## config.mk

```make
export PLATFORM = sky130hd
export DESIGN_NAME = fdht_hash
export DESIGN_NICKNAME = d
export VERILOG_FILES = /design/src/rtl/core/fdht_pkg.sv /design/src/rtl/core/fdht_hash.sv
export SDC_FILE = /design/constraint.sdc
export NUM_CORES = 1
export LEC_CHECK = 0
export BUFFER_PORTS_ARGS = -buffer_cell sky130_fd_sc_hd__buf_4
export CAP_MARGIN = 15
export CORE_MARGIN = 2
export CORE_UTILIZATION = 30
export CTS_CLUSTER_DIAMETER = 80
export DETAILED_ROUTE_END_ITERATION = 10
export GPL_ROUTABILITY_DRIVEN = 1
export PLACE_DENSITY = 0.54
export SLEW_MARGIN = 10
export SYNTH_ARGS = -nofsm -noshare
export SYNTH_HDL_FRONTEND = slang
export SYNTH_SLANG_ARGS = --single-unit
```

## constraint.sdc

```tcl
create_clock -name clk_i -period 10.9 [get_ports clk_i]
set_clock_uncertainty 0.2 [all_clocks]
set_input_delay 2.18 -clock clk_i [delete_from_list [all_inputs] [get_ports clk_i]]
set_output_delay 2.18 -clock clk_i [all_outputs]
set_load 0.005 [all_outputs]
```

## src/rtl/core/fdht_pkg.sv

```systemverilog
package fdht_pkg;

  // Default sizes
  localparam int unsigned TABLE_ENTRIES_DEF = 256;
  localparam int unsigned KEY_BYTES_DEF     = 6;

  // Fixed field widths
  localparam int unsigned KEY_W       = 48;
  localparam int unsigned COUNT_W     = 16;
  localparam int unsigned STATUS_W    = 2;
  localparam int unsigned SLOT_OUT_W  = 8;
  localparam int unsigned PROBE_OUT_W = 9;

  localparam logic [COUNT_W-1:0] COUNT_MAX = 16'hFFFF;

  // 32-bit FNV-1a
  localparam logic [31:0] FNV_BASIS = 32'd2166136261;
  localparam logic [31:0] FNV_PRIME = 32'd16777619;

  // Probe step multiplier
  localparam logic [3:0] PROBE_MULT = 4'd13;

  typedef enum logic [STATUS_W-1:0] {
    STAT_NEW    = 2'd0,
    STAT_REPEAT = 2'd1,
    STAT_FULL   = 2'd2
  } status_e;

endpackage

```

## src/rtl/core/fdht_hash.sv

```systemverilog
module fdht_hash #(
  parameter int unsigned TableEntries = fdht_pkg::TABLE_ENTRIES_DEF,
  parameter int unsigned KeyBytes     = fdht_pkg::KEY_BYTES_DEF,
  localparam int unsigned SlotW       = $clog2(TableEntries)
) (
  input  logic                       clk_i,
  input  logic                       rst_ni,
  input  logic                       start_i,
  input  logic [fdht_pkg::KEY_W-1:0] key_i,
  output logic                       done_o,
  output logic [SlotW-1:0]           slot_o
);
  import fdht_pkg::*;

  localparam int unsigned    KeyShift = 64 - 8 * KeyBytes;
  localparam logic [2:0]     MixLast  = 3'(KeyBytes - 1);
  localparam logic [2:0]     ModLast  = 3'd7;
  localparam logic [SlotW:0] NExt     = (SlotW + 1)'(TableEntries);

  typedef enum logic [1:0] {
    H_IDLE,
    H_MIX,
    H_MOD
  } hstate_e;

  hstate_e           state_q;
  logic [2:0]        step_q;
  logic [31:0]       h_q;
  logic [63:0]       bytes_q;
  logic [SlotW-1:0]  rem_q;
  logic              done_q;

  logic [63:0]       key_ext;
  logic [31:0]       mixed;
  logic [31:0]       h_mul;
  logic [SlotW-1:0]  rem_next;

  assign key_ext = 64'(key_i) << KeyShift;
  assign mixed   = h_q ^ {24'b0, bytes_q[63:56]};
  assign h_mul   = mixed * FNV_PRIME;

  // Restoring remainder, four hash bits per cycle, MSB first
  always_comb begin
    logic [SlotW:0] r;
    r = {1'b0, rem_q};
    for (int b = 3; b >= 0; b--) begin
      r = {r[SlotW-1:0], h_q[28 + b]};
      if (r >= NExt) begin
        r = r - NExt;
      end
    end
    rem_next = r[SlotW-1:0];
  end

  always_ff @(posedge clk_i or negedge rst_ni) begin
    if (!rst_ni) begin
      state_q <= H_IDLE;
      step_q  <= '0;
      done_q  <= 1'b0;
      h_q     <= '0;
      bytes_q <= '0;
      rem_q   <= '0;
    end else begin
      done_q <= 1'b0;
      case (state_q)
        H_IDLE: begin
          if (start_i) begin
            h_q     <= FNV_BASIS;
            bytes_q <= key_ext;
            step_q  <= '0;
            state_q <= H_MIX;
          end
        end
        H_MIX: begin
          h_q     <= h_mul;
          bytes_q <= bytes_q << 8;
          if (step_q == MixLast) begin
            step_q  <= '0;
            rem_q   <= '0;
            state_q <= H_MOD;
          end else begin
            step_q <= step_q + 3'd1;
          end
        end
        H_MOD: begin
          rem_q <= rem_next;
          h_q   <= h_q << 4;
          if (step_q == ModLast) begin
            done_q  <= 1'b1;
            state_q <= H_IDLE;
          end else begin
            step_q <= step_q + 3'd1;
          end
        end
        default: state_q <= H_IDLE;
      endcase
    end
  end

  assign done_o = done_q;
  assign slot_o = rem_q;

endmodule

```

Word-level counts from Yosys, hierarchy flattened. Cells that the tools add are included.

$lt $le $gt $ge: 4. Equality and inequality tests: 8. Muxes and demuxes: 20. Bitwise operators: 1. Div/mod/pow operators: 0. $mul: 1. Shift-type cells: 0. Add/subtract/negate cells: 5. Reduce and logical (&&, ||, !) cells: 9.

Operator list (number): 64-bit case mux with 2 select lines (1); 32-bit case mux with 3 select lines (1); 64-bit two-way mux (1); 8-bit two-way mux (5); 9-bit greater-or-equal comparator, second input constant (4); 32-bit by 25-bit multiplier with 32-bit output, second input constant (1); 32-bit two-way mux (1); 8-bit by 1-bit subtractor with 8-bit output, second input constant (4); 32-bit by 8-bit XOR with 32-bit output (1); 8-bit case mux with 2 select lines (1); 3-bit two-way mux (3); 3-bit case mux with 3 select lines (1); 2-bit != test, second input constant (4); 3-bit == test, second input constant (2); 2-bit two-way mux (3); 2-bit case mux with 3 select lines (1); 2-bit AND reduction (3); 3-bit AND reduction (2); 2-bit nonzero test (2); 3-bit by 1-bit adder with 3-bit output, second input constant (1); 3-bit nonzero test (1); 2-bit by 1-bit == test with 1-bit output, second input constant (1); 2-bit == test, second input constant (1); 2-bit zero test (1); 1-bit two-way mux (2).

Word-level logic and storage cells: 54. RAM bits: 0. Memories kept: 0. Bits in read-only memories: 0. Bits in latches: 0. Output and inout port bits: 9. Register bits after elaboration: 110.

Logic depth before layout (Yosys ltp). Gate-level depths: netlist (run 1).

Word-level depth: 9. Mapped depth: 21.

Worst setup path before layout (run 1). OpenSTA, ideal clock, no wires.

Kind: register to register. Start point: register bytes_q[63]. End point: register h_q[30]. Cell stages (with the launch flop): 22. Data arrival time: 5.499 ns. Path buffers: 1. Data required time: 10.608 ns. Setup time: 0.092 ns. Path slack: 5.109 ns. Path through: dfrtp_1 > xor2_1 > ha_1 > ha_1 > fa_1 > ha_1 > fa_1 > ha_1 > inv_1 > fa_1 > inv_1 > ha_1 > clkbuf_1 > a21oi_2 > a21oi_1 > and3b_1 > o21ai_1 > a2111oi_4 > nor3_1 > o31a_1 > o21a_1 > o31ai_2.

Cells in the longest elaborated chain, start to end: 3.

RTL lines: from (decl) (line fdht_hash.sv:29) `logic [63:0] bytes_q;`; from (signal assigned) (line fdht_hash.sv:69) `bytes_q <= key_ext;`; from (signal assigned) (line fdht_hash.sv:76) `bytes_q <= bytes_q << 8;`; 32-bit by 8-bit XOR with 32-bit output (line fdht_hash.sv:39) `assign mixed = h_q ^ {24'b0, bytes_q[63:56]};`; 32-bit by 25-bit multiplier with 32-bit output (line fdht_hash.sv:40) `assign h_mul = mixed * FNV_PRIME;`; 32-bit case mux with 3 select lines (line fdht_hash.sv:65) `case (state_q)`; to (signal assigned) (line fdht_hash.sv:75) `h_q <= h_mul;`; to (signal assigned) (line fdht_hash.sv:87) `h_q <= h_q << 4;`; to (decl) (line fdht_hash.sv:28) `logic [31:0] h_q;`.

Every way passes these cells. A chain may end at the register's enable or synchronous reset.

Worst setup path after layout (run 1).
Start point: register h_q[7]. End point: register h_q[30].

Cells in the longest elaborated chain, start to end: 3.

RTL lines (line): 32-bit by 8-bit XOR with 32-bit output (fdht_hash.sv:39); 32-bit by 25-bit multiplier with 32-bit output (fdht_hash.sv:40); 32-bit case mux with 3 select lines (fdht_hash.sv:65).

Every way passes these cells.

==> summary.txt, run 1 <==
Logic synthesis
  • Ys Warns: 0
  • FF+latch count, synth: 94
  • Top-count cell post-synth: ha_1
  • Ys async rst share: between 90% and 100%
  • Synth area leaders: ha_1 (24%), dfrtp_1 (24%), fa_1 (15%)
  • Top-area cell type share of the netlist area: between 20% and 30%
  • Main synth FF type: dfrtp_1
  • Distinct cells, synth: 53
  • EDFF count, synth: 0
  • Cells after Synth: between 1k and 1.5k
  • Sequential-to-total area share from yosys stat: about a quarter
  • Synthesized area: around 10000 sq um
  • Syn Nets: between 1k and 1.5k
  • Syn avg cell area: 9.62 sq um
  • Leading area contributor after synthesis: ha_1
  • Synth cell count leaders: ha_1 (192), inv_1 (167), nand2_1 (105)

Detailed routing
  • Initial DRC count: approximately 480
  • Drt via density: 4.70
  • Detailed-route wire length: about 24000 microns
  • Vias: 7125
  • Wire per inst: roughly 16 microns
  • DR DRC count: 0
  • Antenna Nets Post-Route: 0
  • 1st-pass router iterations: 5

Layout
  • Fraction of layout instances using a drive strength above 1: around 9%
  • Final core occ: around 34%
  • Layout area overhead: 12.7%
  • Diode count: 0
  • Final Net Count: between 1k and 1.5k

Timing
  • Setup violations, final: 0
  • Pins Over Slew Limit: 0
  • Fin crit period: 6.66 ns
  • TNS Setup: 0 ns
  • Fmax: between 150 and 200 MHz
  • RSZ-0062 raised after global routing: false
  • Slew @ Worst Pin: roughly 1.1 ns
  • Final Hold Fails: 0
  • Worst rel slew slack: 26.3%
  • Tcrit/Tclk final: 61.1%

Clocking
  • CTS Sinks: 94
  • Reg clk slew, reported paths: 0.07 ns
  • Post_cts resized: 0
  • Hold-fix buffers, CTS: 0
  • Largest buffer count on any clock path: 2
  • Clk Latency, worst-skew pair: about 0.36 ns
  • CTS tree: built
  • Htree depth: 3
  • Clock Tree Root: clkbuf_16
  • Postcts setup bufs: 0
  • CTS Buf Count: 9

Placed design
  • I/O Buffers: 59
  • DPL Wire Length: 18900 microns
  • GP Congestion: 0.860

GRT
  • Largest net degree at the start of global routing: 97
  • Vias in the first global route: about 7.3k
  • Congestion Overflow GR: 0
  • Initial antenna violation count: 0
  • Global-route wire length before repair: 40000 microns
  • GRT Util Overall: between 10 and 15%

Die
  • Initial core utilization: a little under a third
  • # IOs: 60
  • Die Ht: approximately 190 microns
  • Die area: ~34000 sq um
  • Cell Rows: 66
  • Core area: about 32000 sq um
  • Die width: about 190 microns

Worst setup path
  • Worst Path Required: around 11 ns
  • CP max FO: 7
  • Critical Path Source Type: flip-flop
  • Crit Path Class: flip-flop to flip-flop
  • WP data arrival: about 6.7 ns
  • Crit. End Element: flip-flop

Min path
  • Worst hold path class: flip-flop to flip-flop

Status
  • Status: complete, no violations

Flow run
  • Max Cap Viol: 0
## metrics by stage
step	cells	setup slack [ns]	area (sq um)	hold WS, ns
2_1_floorplan	1027	5.11	9880	0.250
3_3_place_gp	1501	4.29	10800	0.260
3_5_place_dp	1501	4.23	10800	0.270
4_1_cts	1517	4.21	11100	0.287
5_1_grt	1517	3.95	11100	0.312
6_report	1517	4.24	11100	0.280
## per-layer routing
layer | wire, microns | track usage, %
met3 | 1110 | 3.07
met1 | 11600 | 21.0
met4 | 263 | 2.44
met5 | 0 | 0
met2 | 11200 | 23.9
## cell type report
type | count | area (sq um)
fillers | 3357 | 21300
inverters | 167 | 627
clock buffers | 10 | 239
multi-input cells | 732 | 6800
flip-flops and latches | 94 | 2350
clock inverters | 6 | 66.3
well taps | 442 | 553
repair buffers | 66 | 495
## logic make-up (layout without fill, tap and decap cells)
group           after synthesis  after routing  share of synthesized area [%]
fa+ha+maj                   266            266                           39.3
buf+inv                     201            249                           7.63
simple gates                194            194                           8.57
compound gates              179            179                           11.9
flops                        94             94                           23.8
xor+xnor                     52             52                           4.61
mux                          41             41                           4.15
## critical path, cell delays in order (launching register included)
cell and delay [ns]:
dfrtp_1 0.42, xor2_1 0.87, ha_1 0.39, ha_1 0.30
fa_1 0.49, ha_1 0.22, fa_1 0.48, ha_1 0.29
inv_1 0.05, fa_1 0.54, inv_1 0.05, ha_1 0.39
a21oi_2 0.25, a21oi_1 0.11, and3b_1 0.22, o21ai_1 0.11
a2111oi_4 0.41, nor3_1 0.12, o31a_1 0.31, o21a_1 0.18
o31ai_2 0.16
## path summary, 6_finish.rpt
path / start / end / slack [ns] / cells past startpoint
min: bytes_q[55]$_DFFE_PN0P_ / bytes_q[55]$_DFFE_PN0P_ / 0.28 / 2
min in group asynchronous: rst_ni / bytes_q[39]$_DFFE_PN0P_ / 1.53 / 1
max: h_q[7]$_DFFE_PN0P_ / h_q[30]$_DFFE_PN0P_ / 4.24 / 20
min reg2reg: bytes_q[55]$_DFFE_PN0P_ / bytes_q[55]$_DFFE_PN0P_ / 0.28 / 2
max in group asynchronous: rst_ni / h_q[12]$_DFFE_PN0P_ / 7.72 / 2
max reg2reg: h_q[7]$_DFFE_PN0P_ / h_q[30]$_DFFE_PN0P_ / 4.24 / 20
## registers in the layout, indices dropped and copies added, names as in the netlist
register and flops:
step_q 3, h_q 32, slot_o 8, done_o 1, bytes_q 48, state_q 2
## placed cells by master, fill, tap and decap left out, types with 3 or more instances in the layout
cell type / Yosys / layout
xnor2_1: 25 / 25
o221ai_1: 3 / 3
a22oi_1: 8 / 8
or3_1: 3 / 3
mux2i_1: 41 / 40
a21o_1: 6 / 6
o31ai_1: 4 / 4
xor2_1: 27 / 27
nand2b_1: 13 / 13
inv_1: 167 / 167
nor3_1: 8 / 8
clkbuf_16: 0 / 9
a31oi_1: 5 / 5
and3_1: 3 / 3
a41oi_1: 7 / 7
buf_4: 0 / 66
fa_1: 74 / 74
o21ai_0: 71 / 71
ha_1: 192 / 191
and2_1: 3 / 3
a21oi_1: 24 / 24
dfrtp_1: 94 / 94
a22o_1: 9 / 9
nor2_1: 30 / 30
nand3_1: 21 / 21
o21ai_1: 13 / 13
nand2_1: 105 / 105
o21a_1: 4 / 4
o211ai_1: 3 / 3
Power of run 1 is not shown: default switching activity piles up to over one toggle a cycle in this logic, so the estimate is an artifact.
==> run 2, diff against run 1 <==
clock period = 6.4 ns   (was 10.9 ns; I/O delays follow)
==> run 2 against run 1 <==
Net effect:
- register-to-register slack got worse by 3.9 ns
- count of clock-buffer cells in the layout is 1 higher
- routed wire length down 0.52%
- worst hold slack improved by 0.00079 ns
==> summary.txt, run 2 (same netlist as run 1, synthesis figures left out) <==
Detailed routing
  • Initial DRC count: 289 (-40%)
  • DR DRC count: 0 (unchanged)
  • Detailed-route wire length: 24000 microns (-0.52%)
  • Vias: 7127 (+0.028%)
  • Antenna Nets Post-Route: 0 (unchanged)
  • 1st-pass router iterations: 6 (+1)
  • Drt via density: 4.66 (-0.76%)
  • Wire per inst: 15.7 microns (-1.3%)

Clocking
  • CTS Sinks: 94 (unchanged)
  • Reg clk slew, reported paths: 0.07 ns (about the same)
  • CTS tree: built
  • Clk Latency, worst-skew pair: 0.36 ns (about the same)
  • Clock Tree Root: clkbuf_16
  • Hold-fix buffers, CTS: 0 (unchanged)
  • Largest buffer count on any clock path: 2 (unchanged)
  • CTS Buf Count: 9 (unchanged)
  • Htree depth: 3 (unchanged)

Worst setup path
  • Worst setup endpoint: h_q[30]$_DFFE_PN0P_
  • Critical Path Source Type: flip-flop
  • Reg2reg end: h_q[30]$_DFFE_PN0P_
  • Crit. End Element: flip-flop
  • R2r worst-path depth: 20 (unchanged)
  • Reg2reg setup slack: 0.37 ns (-3.86 ns)
  • Setup crit start: bytes_q[62]$_DFFE_PN0P_
  • Worst Path Required: 6.47 ns (-4.49 ns)
  • WP data arrival: 6.10 ns (-0.63 ns)
  • CP max FO: 7 (unchanged)
  • Crit Path Class: flip-flop to flip-flop
  • FF-to-FF Start: bytes_q[62]$_DFFE_PN0P_

Die
  • Die Ht: 186 microns (unchanged)
  • Cell Rows: 66 (unchanged)
  • Die area: 34400 sq um (unchanged)
  • Die width: 186 microns (unchanged)
  • Core area: 32500 sq um (unchanged)
  • Initial core utilization: 30.5% (unchanged)
  • # IOs: 60 (unchanged)

Timing
  • Hold_ws: 0.281 ns (+0.000792 ns)
  • TNS Setup: 0 ns (unchanged)
  • Worst rel slew slack: 46.8% (+20 points)
  • Final Hold Fails: 0 (unchanged)
  • Tcrit/Tclk final: 94.2% (+33 points)
  • Fmax: 166 MHz (+11%)
  • Pins Over Slew Limit: 0 (unchanged)
  • Setup violations, final: 0 (unchanged)
  • Slew @ Worst Pin: 0.799 ns (-0.303 ns)
  • Fin crit period: 6.03 ns (-0.636 ns)
  • RSZ-0062 raised after global routing: false

GRT
  • Grt peak-use layer: met2
  • Congestion Overflow GR: 0 (unchanged)
  • Global-route wire length before repair: 40500 microns (+1.2%)
  • GRT Util Overall: 15.1% (+0.22 points)
  • Vias in the first global route: 7586 (+3.5%)
  • Met2 Usage GRT: 24.9% (+0.99 points)
  • Met3 Track Usage GR: 3.33% (+0.25 points)
  • Initial antenna violation count: 0 (unchanged)
  • Largest net degree at the start of global routing: 97 (unchanged)
  • Met1 usage: 20.2% (-0.76 points)

Layout
  • Most flops, register: bytes_q
  • Commonest non-fill, non-tap cell in the layout: ha_1
  • Most frequent cells in the layout: ha_1 (191), inv_1 (167), nand2_1 (105), dfrtp_1 (94), buf_4 (78)
  • Layout area overhead: 13.9%
  • Diode count: 0 (unchanged)
  • Max reg flops: 48 (unchanged)
  • Final Net Count: 1399 (+0.87%)
  • Final core occ: 34.7% (+0.37 points)
  • Fraction of layout instances using a drive strength above 1: 10.2% (+1.3 points)
  • Filler Cells Inserted: 3343 (-0.42%)
  • Area of the multi-input gates: 6820 sq um (+0.28%)
  • Reg area: 2350 sq um (unchanged)
  • Final Non-Filler Cells: 1529 (+0.79%)

Placed design
  • Cells after DPL: 1513 (+0.80%)
  • GP Congestion: 0.853 (-0.78%)
  • DPL Wire Length: 19300 microns (+2.1%)
  • I/O Buffers: 59 (unchanged)

Min path
  • Worst hold path class: flip-flop to flip-flop

Status
  • Status: complete, no violations

Flow run
  • Max Cap Viol: 0 (unchanged)
[run 2: cell types whose count changed in the layout (fill, tap and decap cells not counted), moves of 2 or more]
cell      delta
buf_4       +12
clkinv_2     -2
xor2_2       +2
xor2_1       -2
[run 2: critical path, stage by stage (launching register included)]
cell       delay (ns)
dfrtp_1          0.40
xor2_1           0.39
ha_1             0.33
ha_1             0.31
fa_1             0.47
ha_1             0.25
fa_1             0.48
ha_1             0.28
inv_1            0.05
fa_1             0.53
inv_1            0.04
ha_1             0.38
a21oi_2          0.25
a21oi_1          0.10
and3b_1          0.22
o21ai_1          0.10
a2111oi_4        0.41
nor3_1           0.12
o31a_1           0.30
o21a_1           0.18
o31ai_2          0.16
[run 2: worst min-delay path by stage]
stage               cells past startpoint                       to                    start
CTS                                     2  bytes_q[49]$_DFFE_PN0P_  bytes_q[49]$_DFFE_PN0P_
detailed placement                      2  bytes_q[49]$_DFFE_PN0P_  bytes_q[49]$_DFFE_PN0P_
global placement                        2  bytes_q[39]$_DFFE_PN0P_  bytes_q[39]$_DFFE_PN0P_
finish                                  2  bytes_q[49]$_DFFE_PN0P_  bytes_q[49]$_DFFE_PN0P_
floorplan                               2  bytes_q[16]$_DFFE_PN0P_  bytes_q[16]$_DFFE_PN0P_
global route                            2  bytes_q[55]$_DFFE_PN0P_  bytes_q[55]$_DFFE_PN0P_
[run 2: what timing repair did]
| item | in CTS | in global routing |
|---|---|---|
| buffers inserted | 0 | 0 |
| endpoints found under the setup margin | 0 | 4 |
| gates resized for setup | 0 | 3 |
[run 2: layout make-up]
type | instances | area share, %
sequential | 94 | 20.9
clock buffer | 11 | 2.25
multi-input combinational | 732 | 60.6
timing repair buffer | 78 | 5.20
clock inverter | 5 | 0.567
tap | 442 | 4.91
inverter | 167 | 5.57
[run 2: metrics by stage]
stage | setup WS [ns] | area, sq um
after floorplan | 0.609 | 9880
after global placement | 0.266 | 10900
after detailed placement | 0.223 | 10900
after CTS | 0.188 | 11200
after global routing | 0.0328 | 11300
final | 0.374 | 11300
[run 2: metal layers]
metal | up-vias | part of all wire, %
li1 | 3539 | -
met5 | - | 0
met1 | 3445 | 46
met2 | 124 | 47
met3 | 19 | 5.7
met4 | 0 | 1.6
Power of run 2 is left out for the same reason.
==> run 3, diff against run 2 <==
CTS_BUF_LIST = sky130_fd_sc_hd__clkbuf_16   (was not set)
CTS_CLUSTER_SIZE = 14   (was not set)
==> run 3 against run 2 <==
Net effect:
- first-iteration DRC count decreased by 16%
- highest routed layer unchanged
- worst setup slack got worse by 0.019 ns
- critical endpoint unchanged
- largest cell class unchanged
- sequential share of layout area about the same
- critical path type unchanged
- final cell count unchanged
==> summary.txt, run 3 (same netlist as run 1, synthesis figures left out) <==
Timing
  • Pins Over Slew Limit: 0 (unchanged)
  • Worst rel slew slack: 46.5% (-0.28 points)
  • Fin crit period: 6.04 ns (+0.0186 ns)
  • Tcrit/Tclk final: 94.4% (+0.29 points)
  • Fmax: 165 MHz (-0.31%)
  • Setup violations, final: 0 (unchanged)
  • Slew @ Worst Pin: 0.803 ns (+0.00422 ns)
  • Hold_ws: 0.279 ns (-0.00219 ns)
  • RSZ-0062 raised after global routing: false
  • Final Hold Fails: 0 (unchanged)
  • TNS Setup: 0 ns (unchanged)

Worst setup path
  • Setup crit start: bytes_q[62]$_DFFE_PN0P_
  • WP data arrival: 6.11 ns (about the same)
  • Crit Path Class: flip-flop to flip-flop
  • CP max FO: 7 (unchanged)
  • FF-to-FF Start: bytes_q[62]$_DFFE_PN0P_
  • Reg2reg end: h_q[30]$_DFFE_PN0P_
  • Worst Path Required: 6.47 ns (about the same)
  • Critical Path Source Type: flip-flop
  • Reg2reg setup slack: 0.36 ns (-0.02 ns)
  • R2r worst-path depth: 20 (unchanged)
  • Crit. End Element: flip-flop

GRT
  • GRT Util Overall: 15.1% (about the same)
  • Congestion Overflow GR: 0 (unchanged)
  • Initial antenna violation count: 0 (unchanged)
  • Global-route wire length before repair: 40500 microns (about the same)
  • Largest net degree at the start of global routing: 97 (unchanged)
  • Vias in the first global route: 7593 (+0.092%)

Layout
  • Max reg flops: 48 (unchanged)
  • Commonest non-fill, non-tap cell in the layout: ha_1
  • Final Net Count: 1399 (unchanged)
  • Diode count: 0 (unchanged)
  • Most frequent cells in the layout: ha_1 (191), inv_1 (167), nand2_1 (105), dfrtp_1 (94), buf_4 (78)
  • Final Non-Filler Cells: 1529 (unchanged)
  • Most flops, register: bytes_q
  • Layout area overhead: 13.7%
  • Fraction of layout instances using a drive strength above 1: 10.0% (-0.18 points)

Detailed routing
  • Drt via density: 4.66 (about the same)
  • Detailed-route wire length: 24000 microns (about the same)
  • Vias: 7128 (+0.014%)
  • Antenna Nets Post-Route: 0 (unchanged)
  • DR DRC count: 0 (unchanged)
  • 1st-pass router iterations: 4 (-2)
  • Initial DRC count: 243 (-16%)
  • Wire per inst: 15.7 microns (about the same)

Die
  • Core area: 32500 sq um (unchanged)
  • Cell Rows: 66 (unchanged)
  • # IOs: 60 (unchanged)
  • Die area: 34400 sq um (unchanged)
  • Initial core utilization: 30.5% (unchanged)
  • Die Ht: 186 microns (unchanged)
  • Die width: 186 microns (unchanged)

Placed design
  • Cells after DPL: 1513 (unchanged)
  • DPL Wire Length: 19300 microns (unchanged)
  • GP Congestion: 0.853 (unchanged)
  • I/O Buffers: 59 (unchanged)

Clocking
  • Clock Tree Root: clkbuf_16
  • Clk Latency, worst-skew pair: 0.36 ns (about the same)
  • Htree depth: 3 (unchanged)
  • CTS tree: built
  • CTS Buf Count: 9 (unchanged)
  • CTS Sinks: 94 (unchanged)
  • Largest buffer count on any clock path: 2 (unchanged)
  • Reg clk slew, reported paths: 0.07 ns (about the same)

Min path
  • Hold depth: 2 (unchanged)
  • Min-delay src: bytes_q[49]$_DFFE_PN0P_
  • Worst hold path class: flip-flop to flip-flop
  • Min-Delay Endpoint: bytes_q[49]$_DFFE_PN0P_

Status
  • Status: complete, no violations

Flow run
  • Max Cap Viol: 0 (unchanged)
[run 3: cell count changes in the layout (fill, tap and decap cells not counted)]
| cell | previous run | this run |
|---|---|---|
| clkinv_1 | 0 | 2 |
| clkbuf_8 | 2 | 0 |
[run 3: critical path: stages, from the launching register on]
cell,delay (ns)
dfrtp_1,0.40
xor2_1,0.40
ha_1,0.33
ha_1,0.30
fa_1,0.47
ha_1,0.25
fa_1,0.48
ha_1,0.28
inv_1,0.05
fa_1,0.53
inv_1,0.04
ha_1,0.38
a21oi_2,0.25
a21oi_1,0.10
and3b_1,0.22
o21ai_1,0.10
a2111oi_4,0.41
nor3_1,0.12
o31a_1,0.30
o21a_1,0.18
o31ai_2,0.16
[run 3: stage by stage]
step	utilization, %	setup slack, ns	area, sq um
floorplan	-	0.609	9880
CTS	34.6	0.188	11200
global route	34.6	0.0333	11200
finish	34.6	0.355	11200
global placement	33.7	0.266	10900
detailed placement	33.7	0.223	10900
[run 3: metal layers]
layer  track usage (%)  wire [microns]  vias to the layer above
met5                 0               0                        -
met1              20.2           11100                     3452
met3              3.27            1230                       22
li1                  -               -                     3541
met2              24.9           11200                      113
met4              3.59             415                        0
[run 3: timing repair]
action | 4_1_cts | 5_1_grt
setup buffers | 0 | 0
gates resized for setup | 0 | 3
hold buffers | 0 | 0
endpoints found under the setup margin | 0 | 4
[run 3: worst max-delay path by stage]
| stage | slack [ns] | depth (start not counted) | endpoint |
|---|---|---|---|
| 6_report | 0.36 | 20 | h_q[30]$_DFFE_PN0P_ |
| 5_1_grt | 0.03 | 20 | h_q[30]$_DFFE_PN0P_ |
| 4_1_cts | 0.19 | 20 | h_q[23]$_DFFE_PN0P_ |
| 3_5_place_dp | 0.22 | 20 | h_q[23]$_DFFE_PN0P_ |
| 3_3_place_gp | 0.27 | 20 | h_q[23]$_DFFE_PN0P_ |
| 2_1_floorplan | 0.61 | 21 | h_q[30]$_DFFE_PN0P_ |
[run 3: cell type report]
type,instances,area (sq um)
repair buffers,78,586
clock buffers,9,225
flip-flops and latches,94,2350
multi-input cells,732,6820
inverters,167,627
clock inverters,7,71.3
fillers,3344,21200
well taps,442,553
Power of run 3 is left out for the same reason.
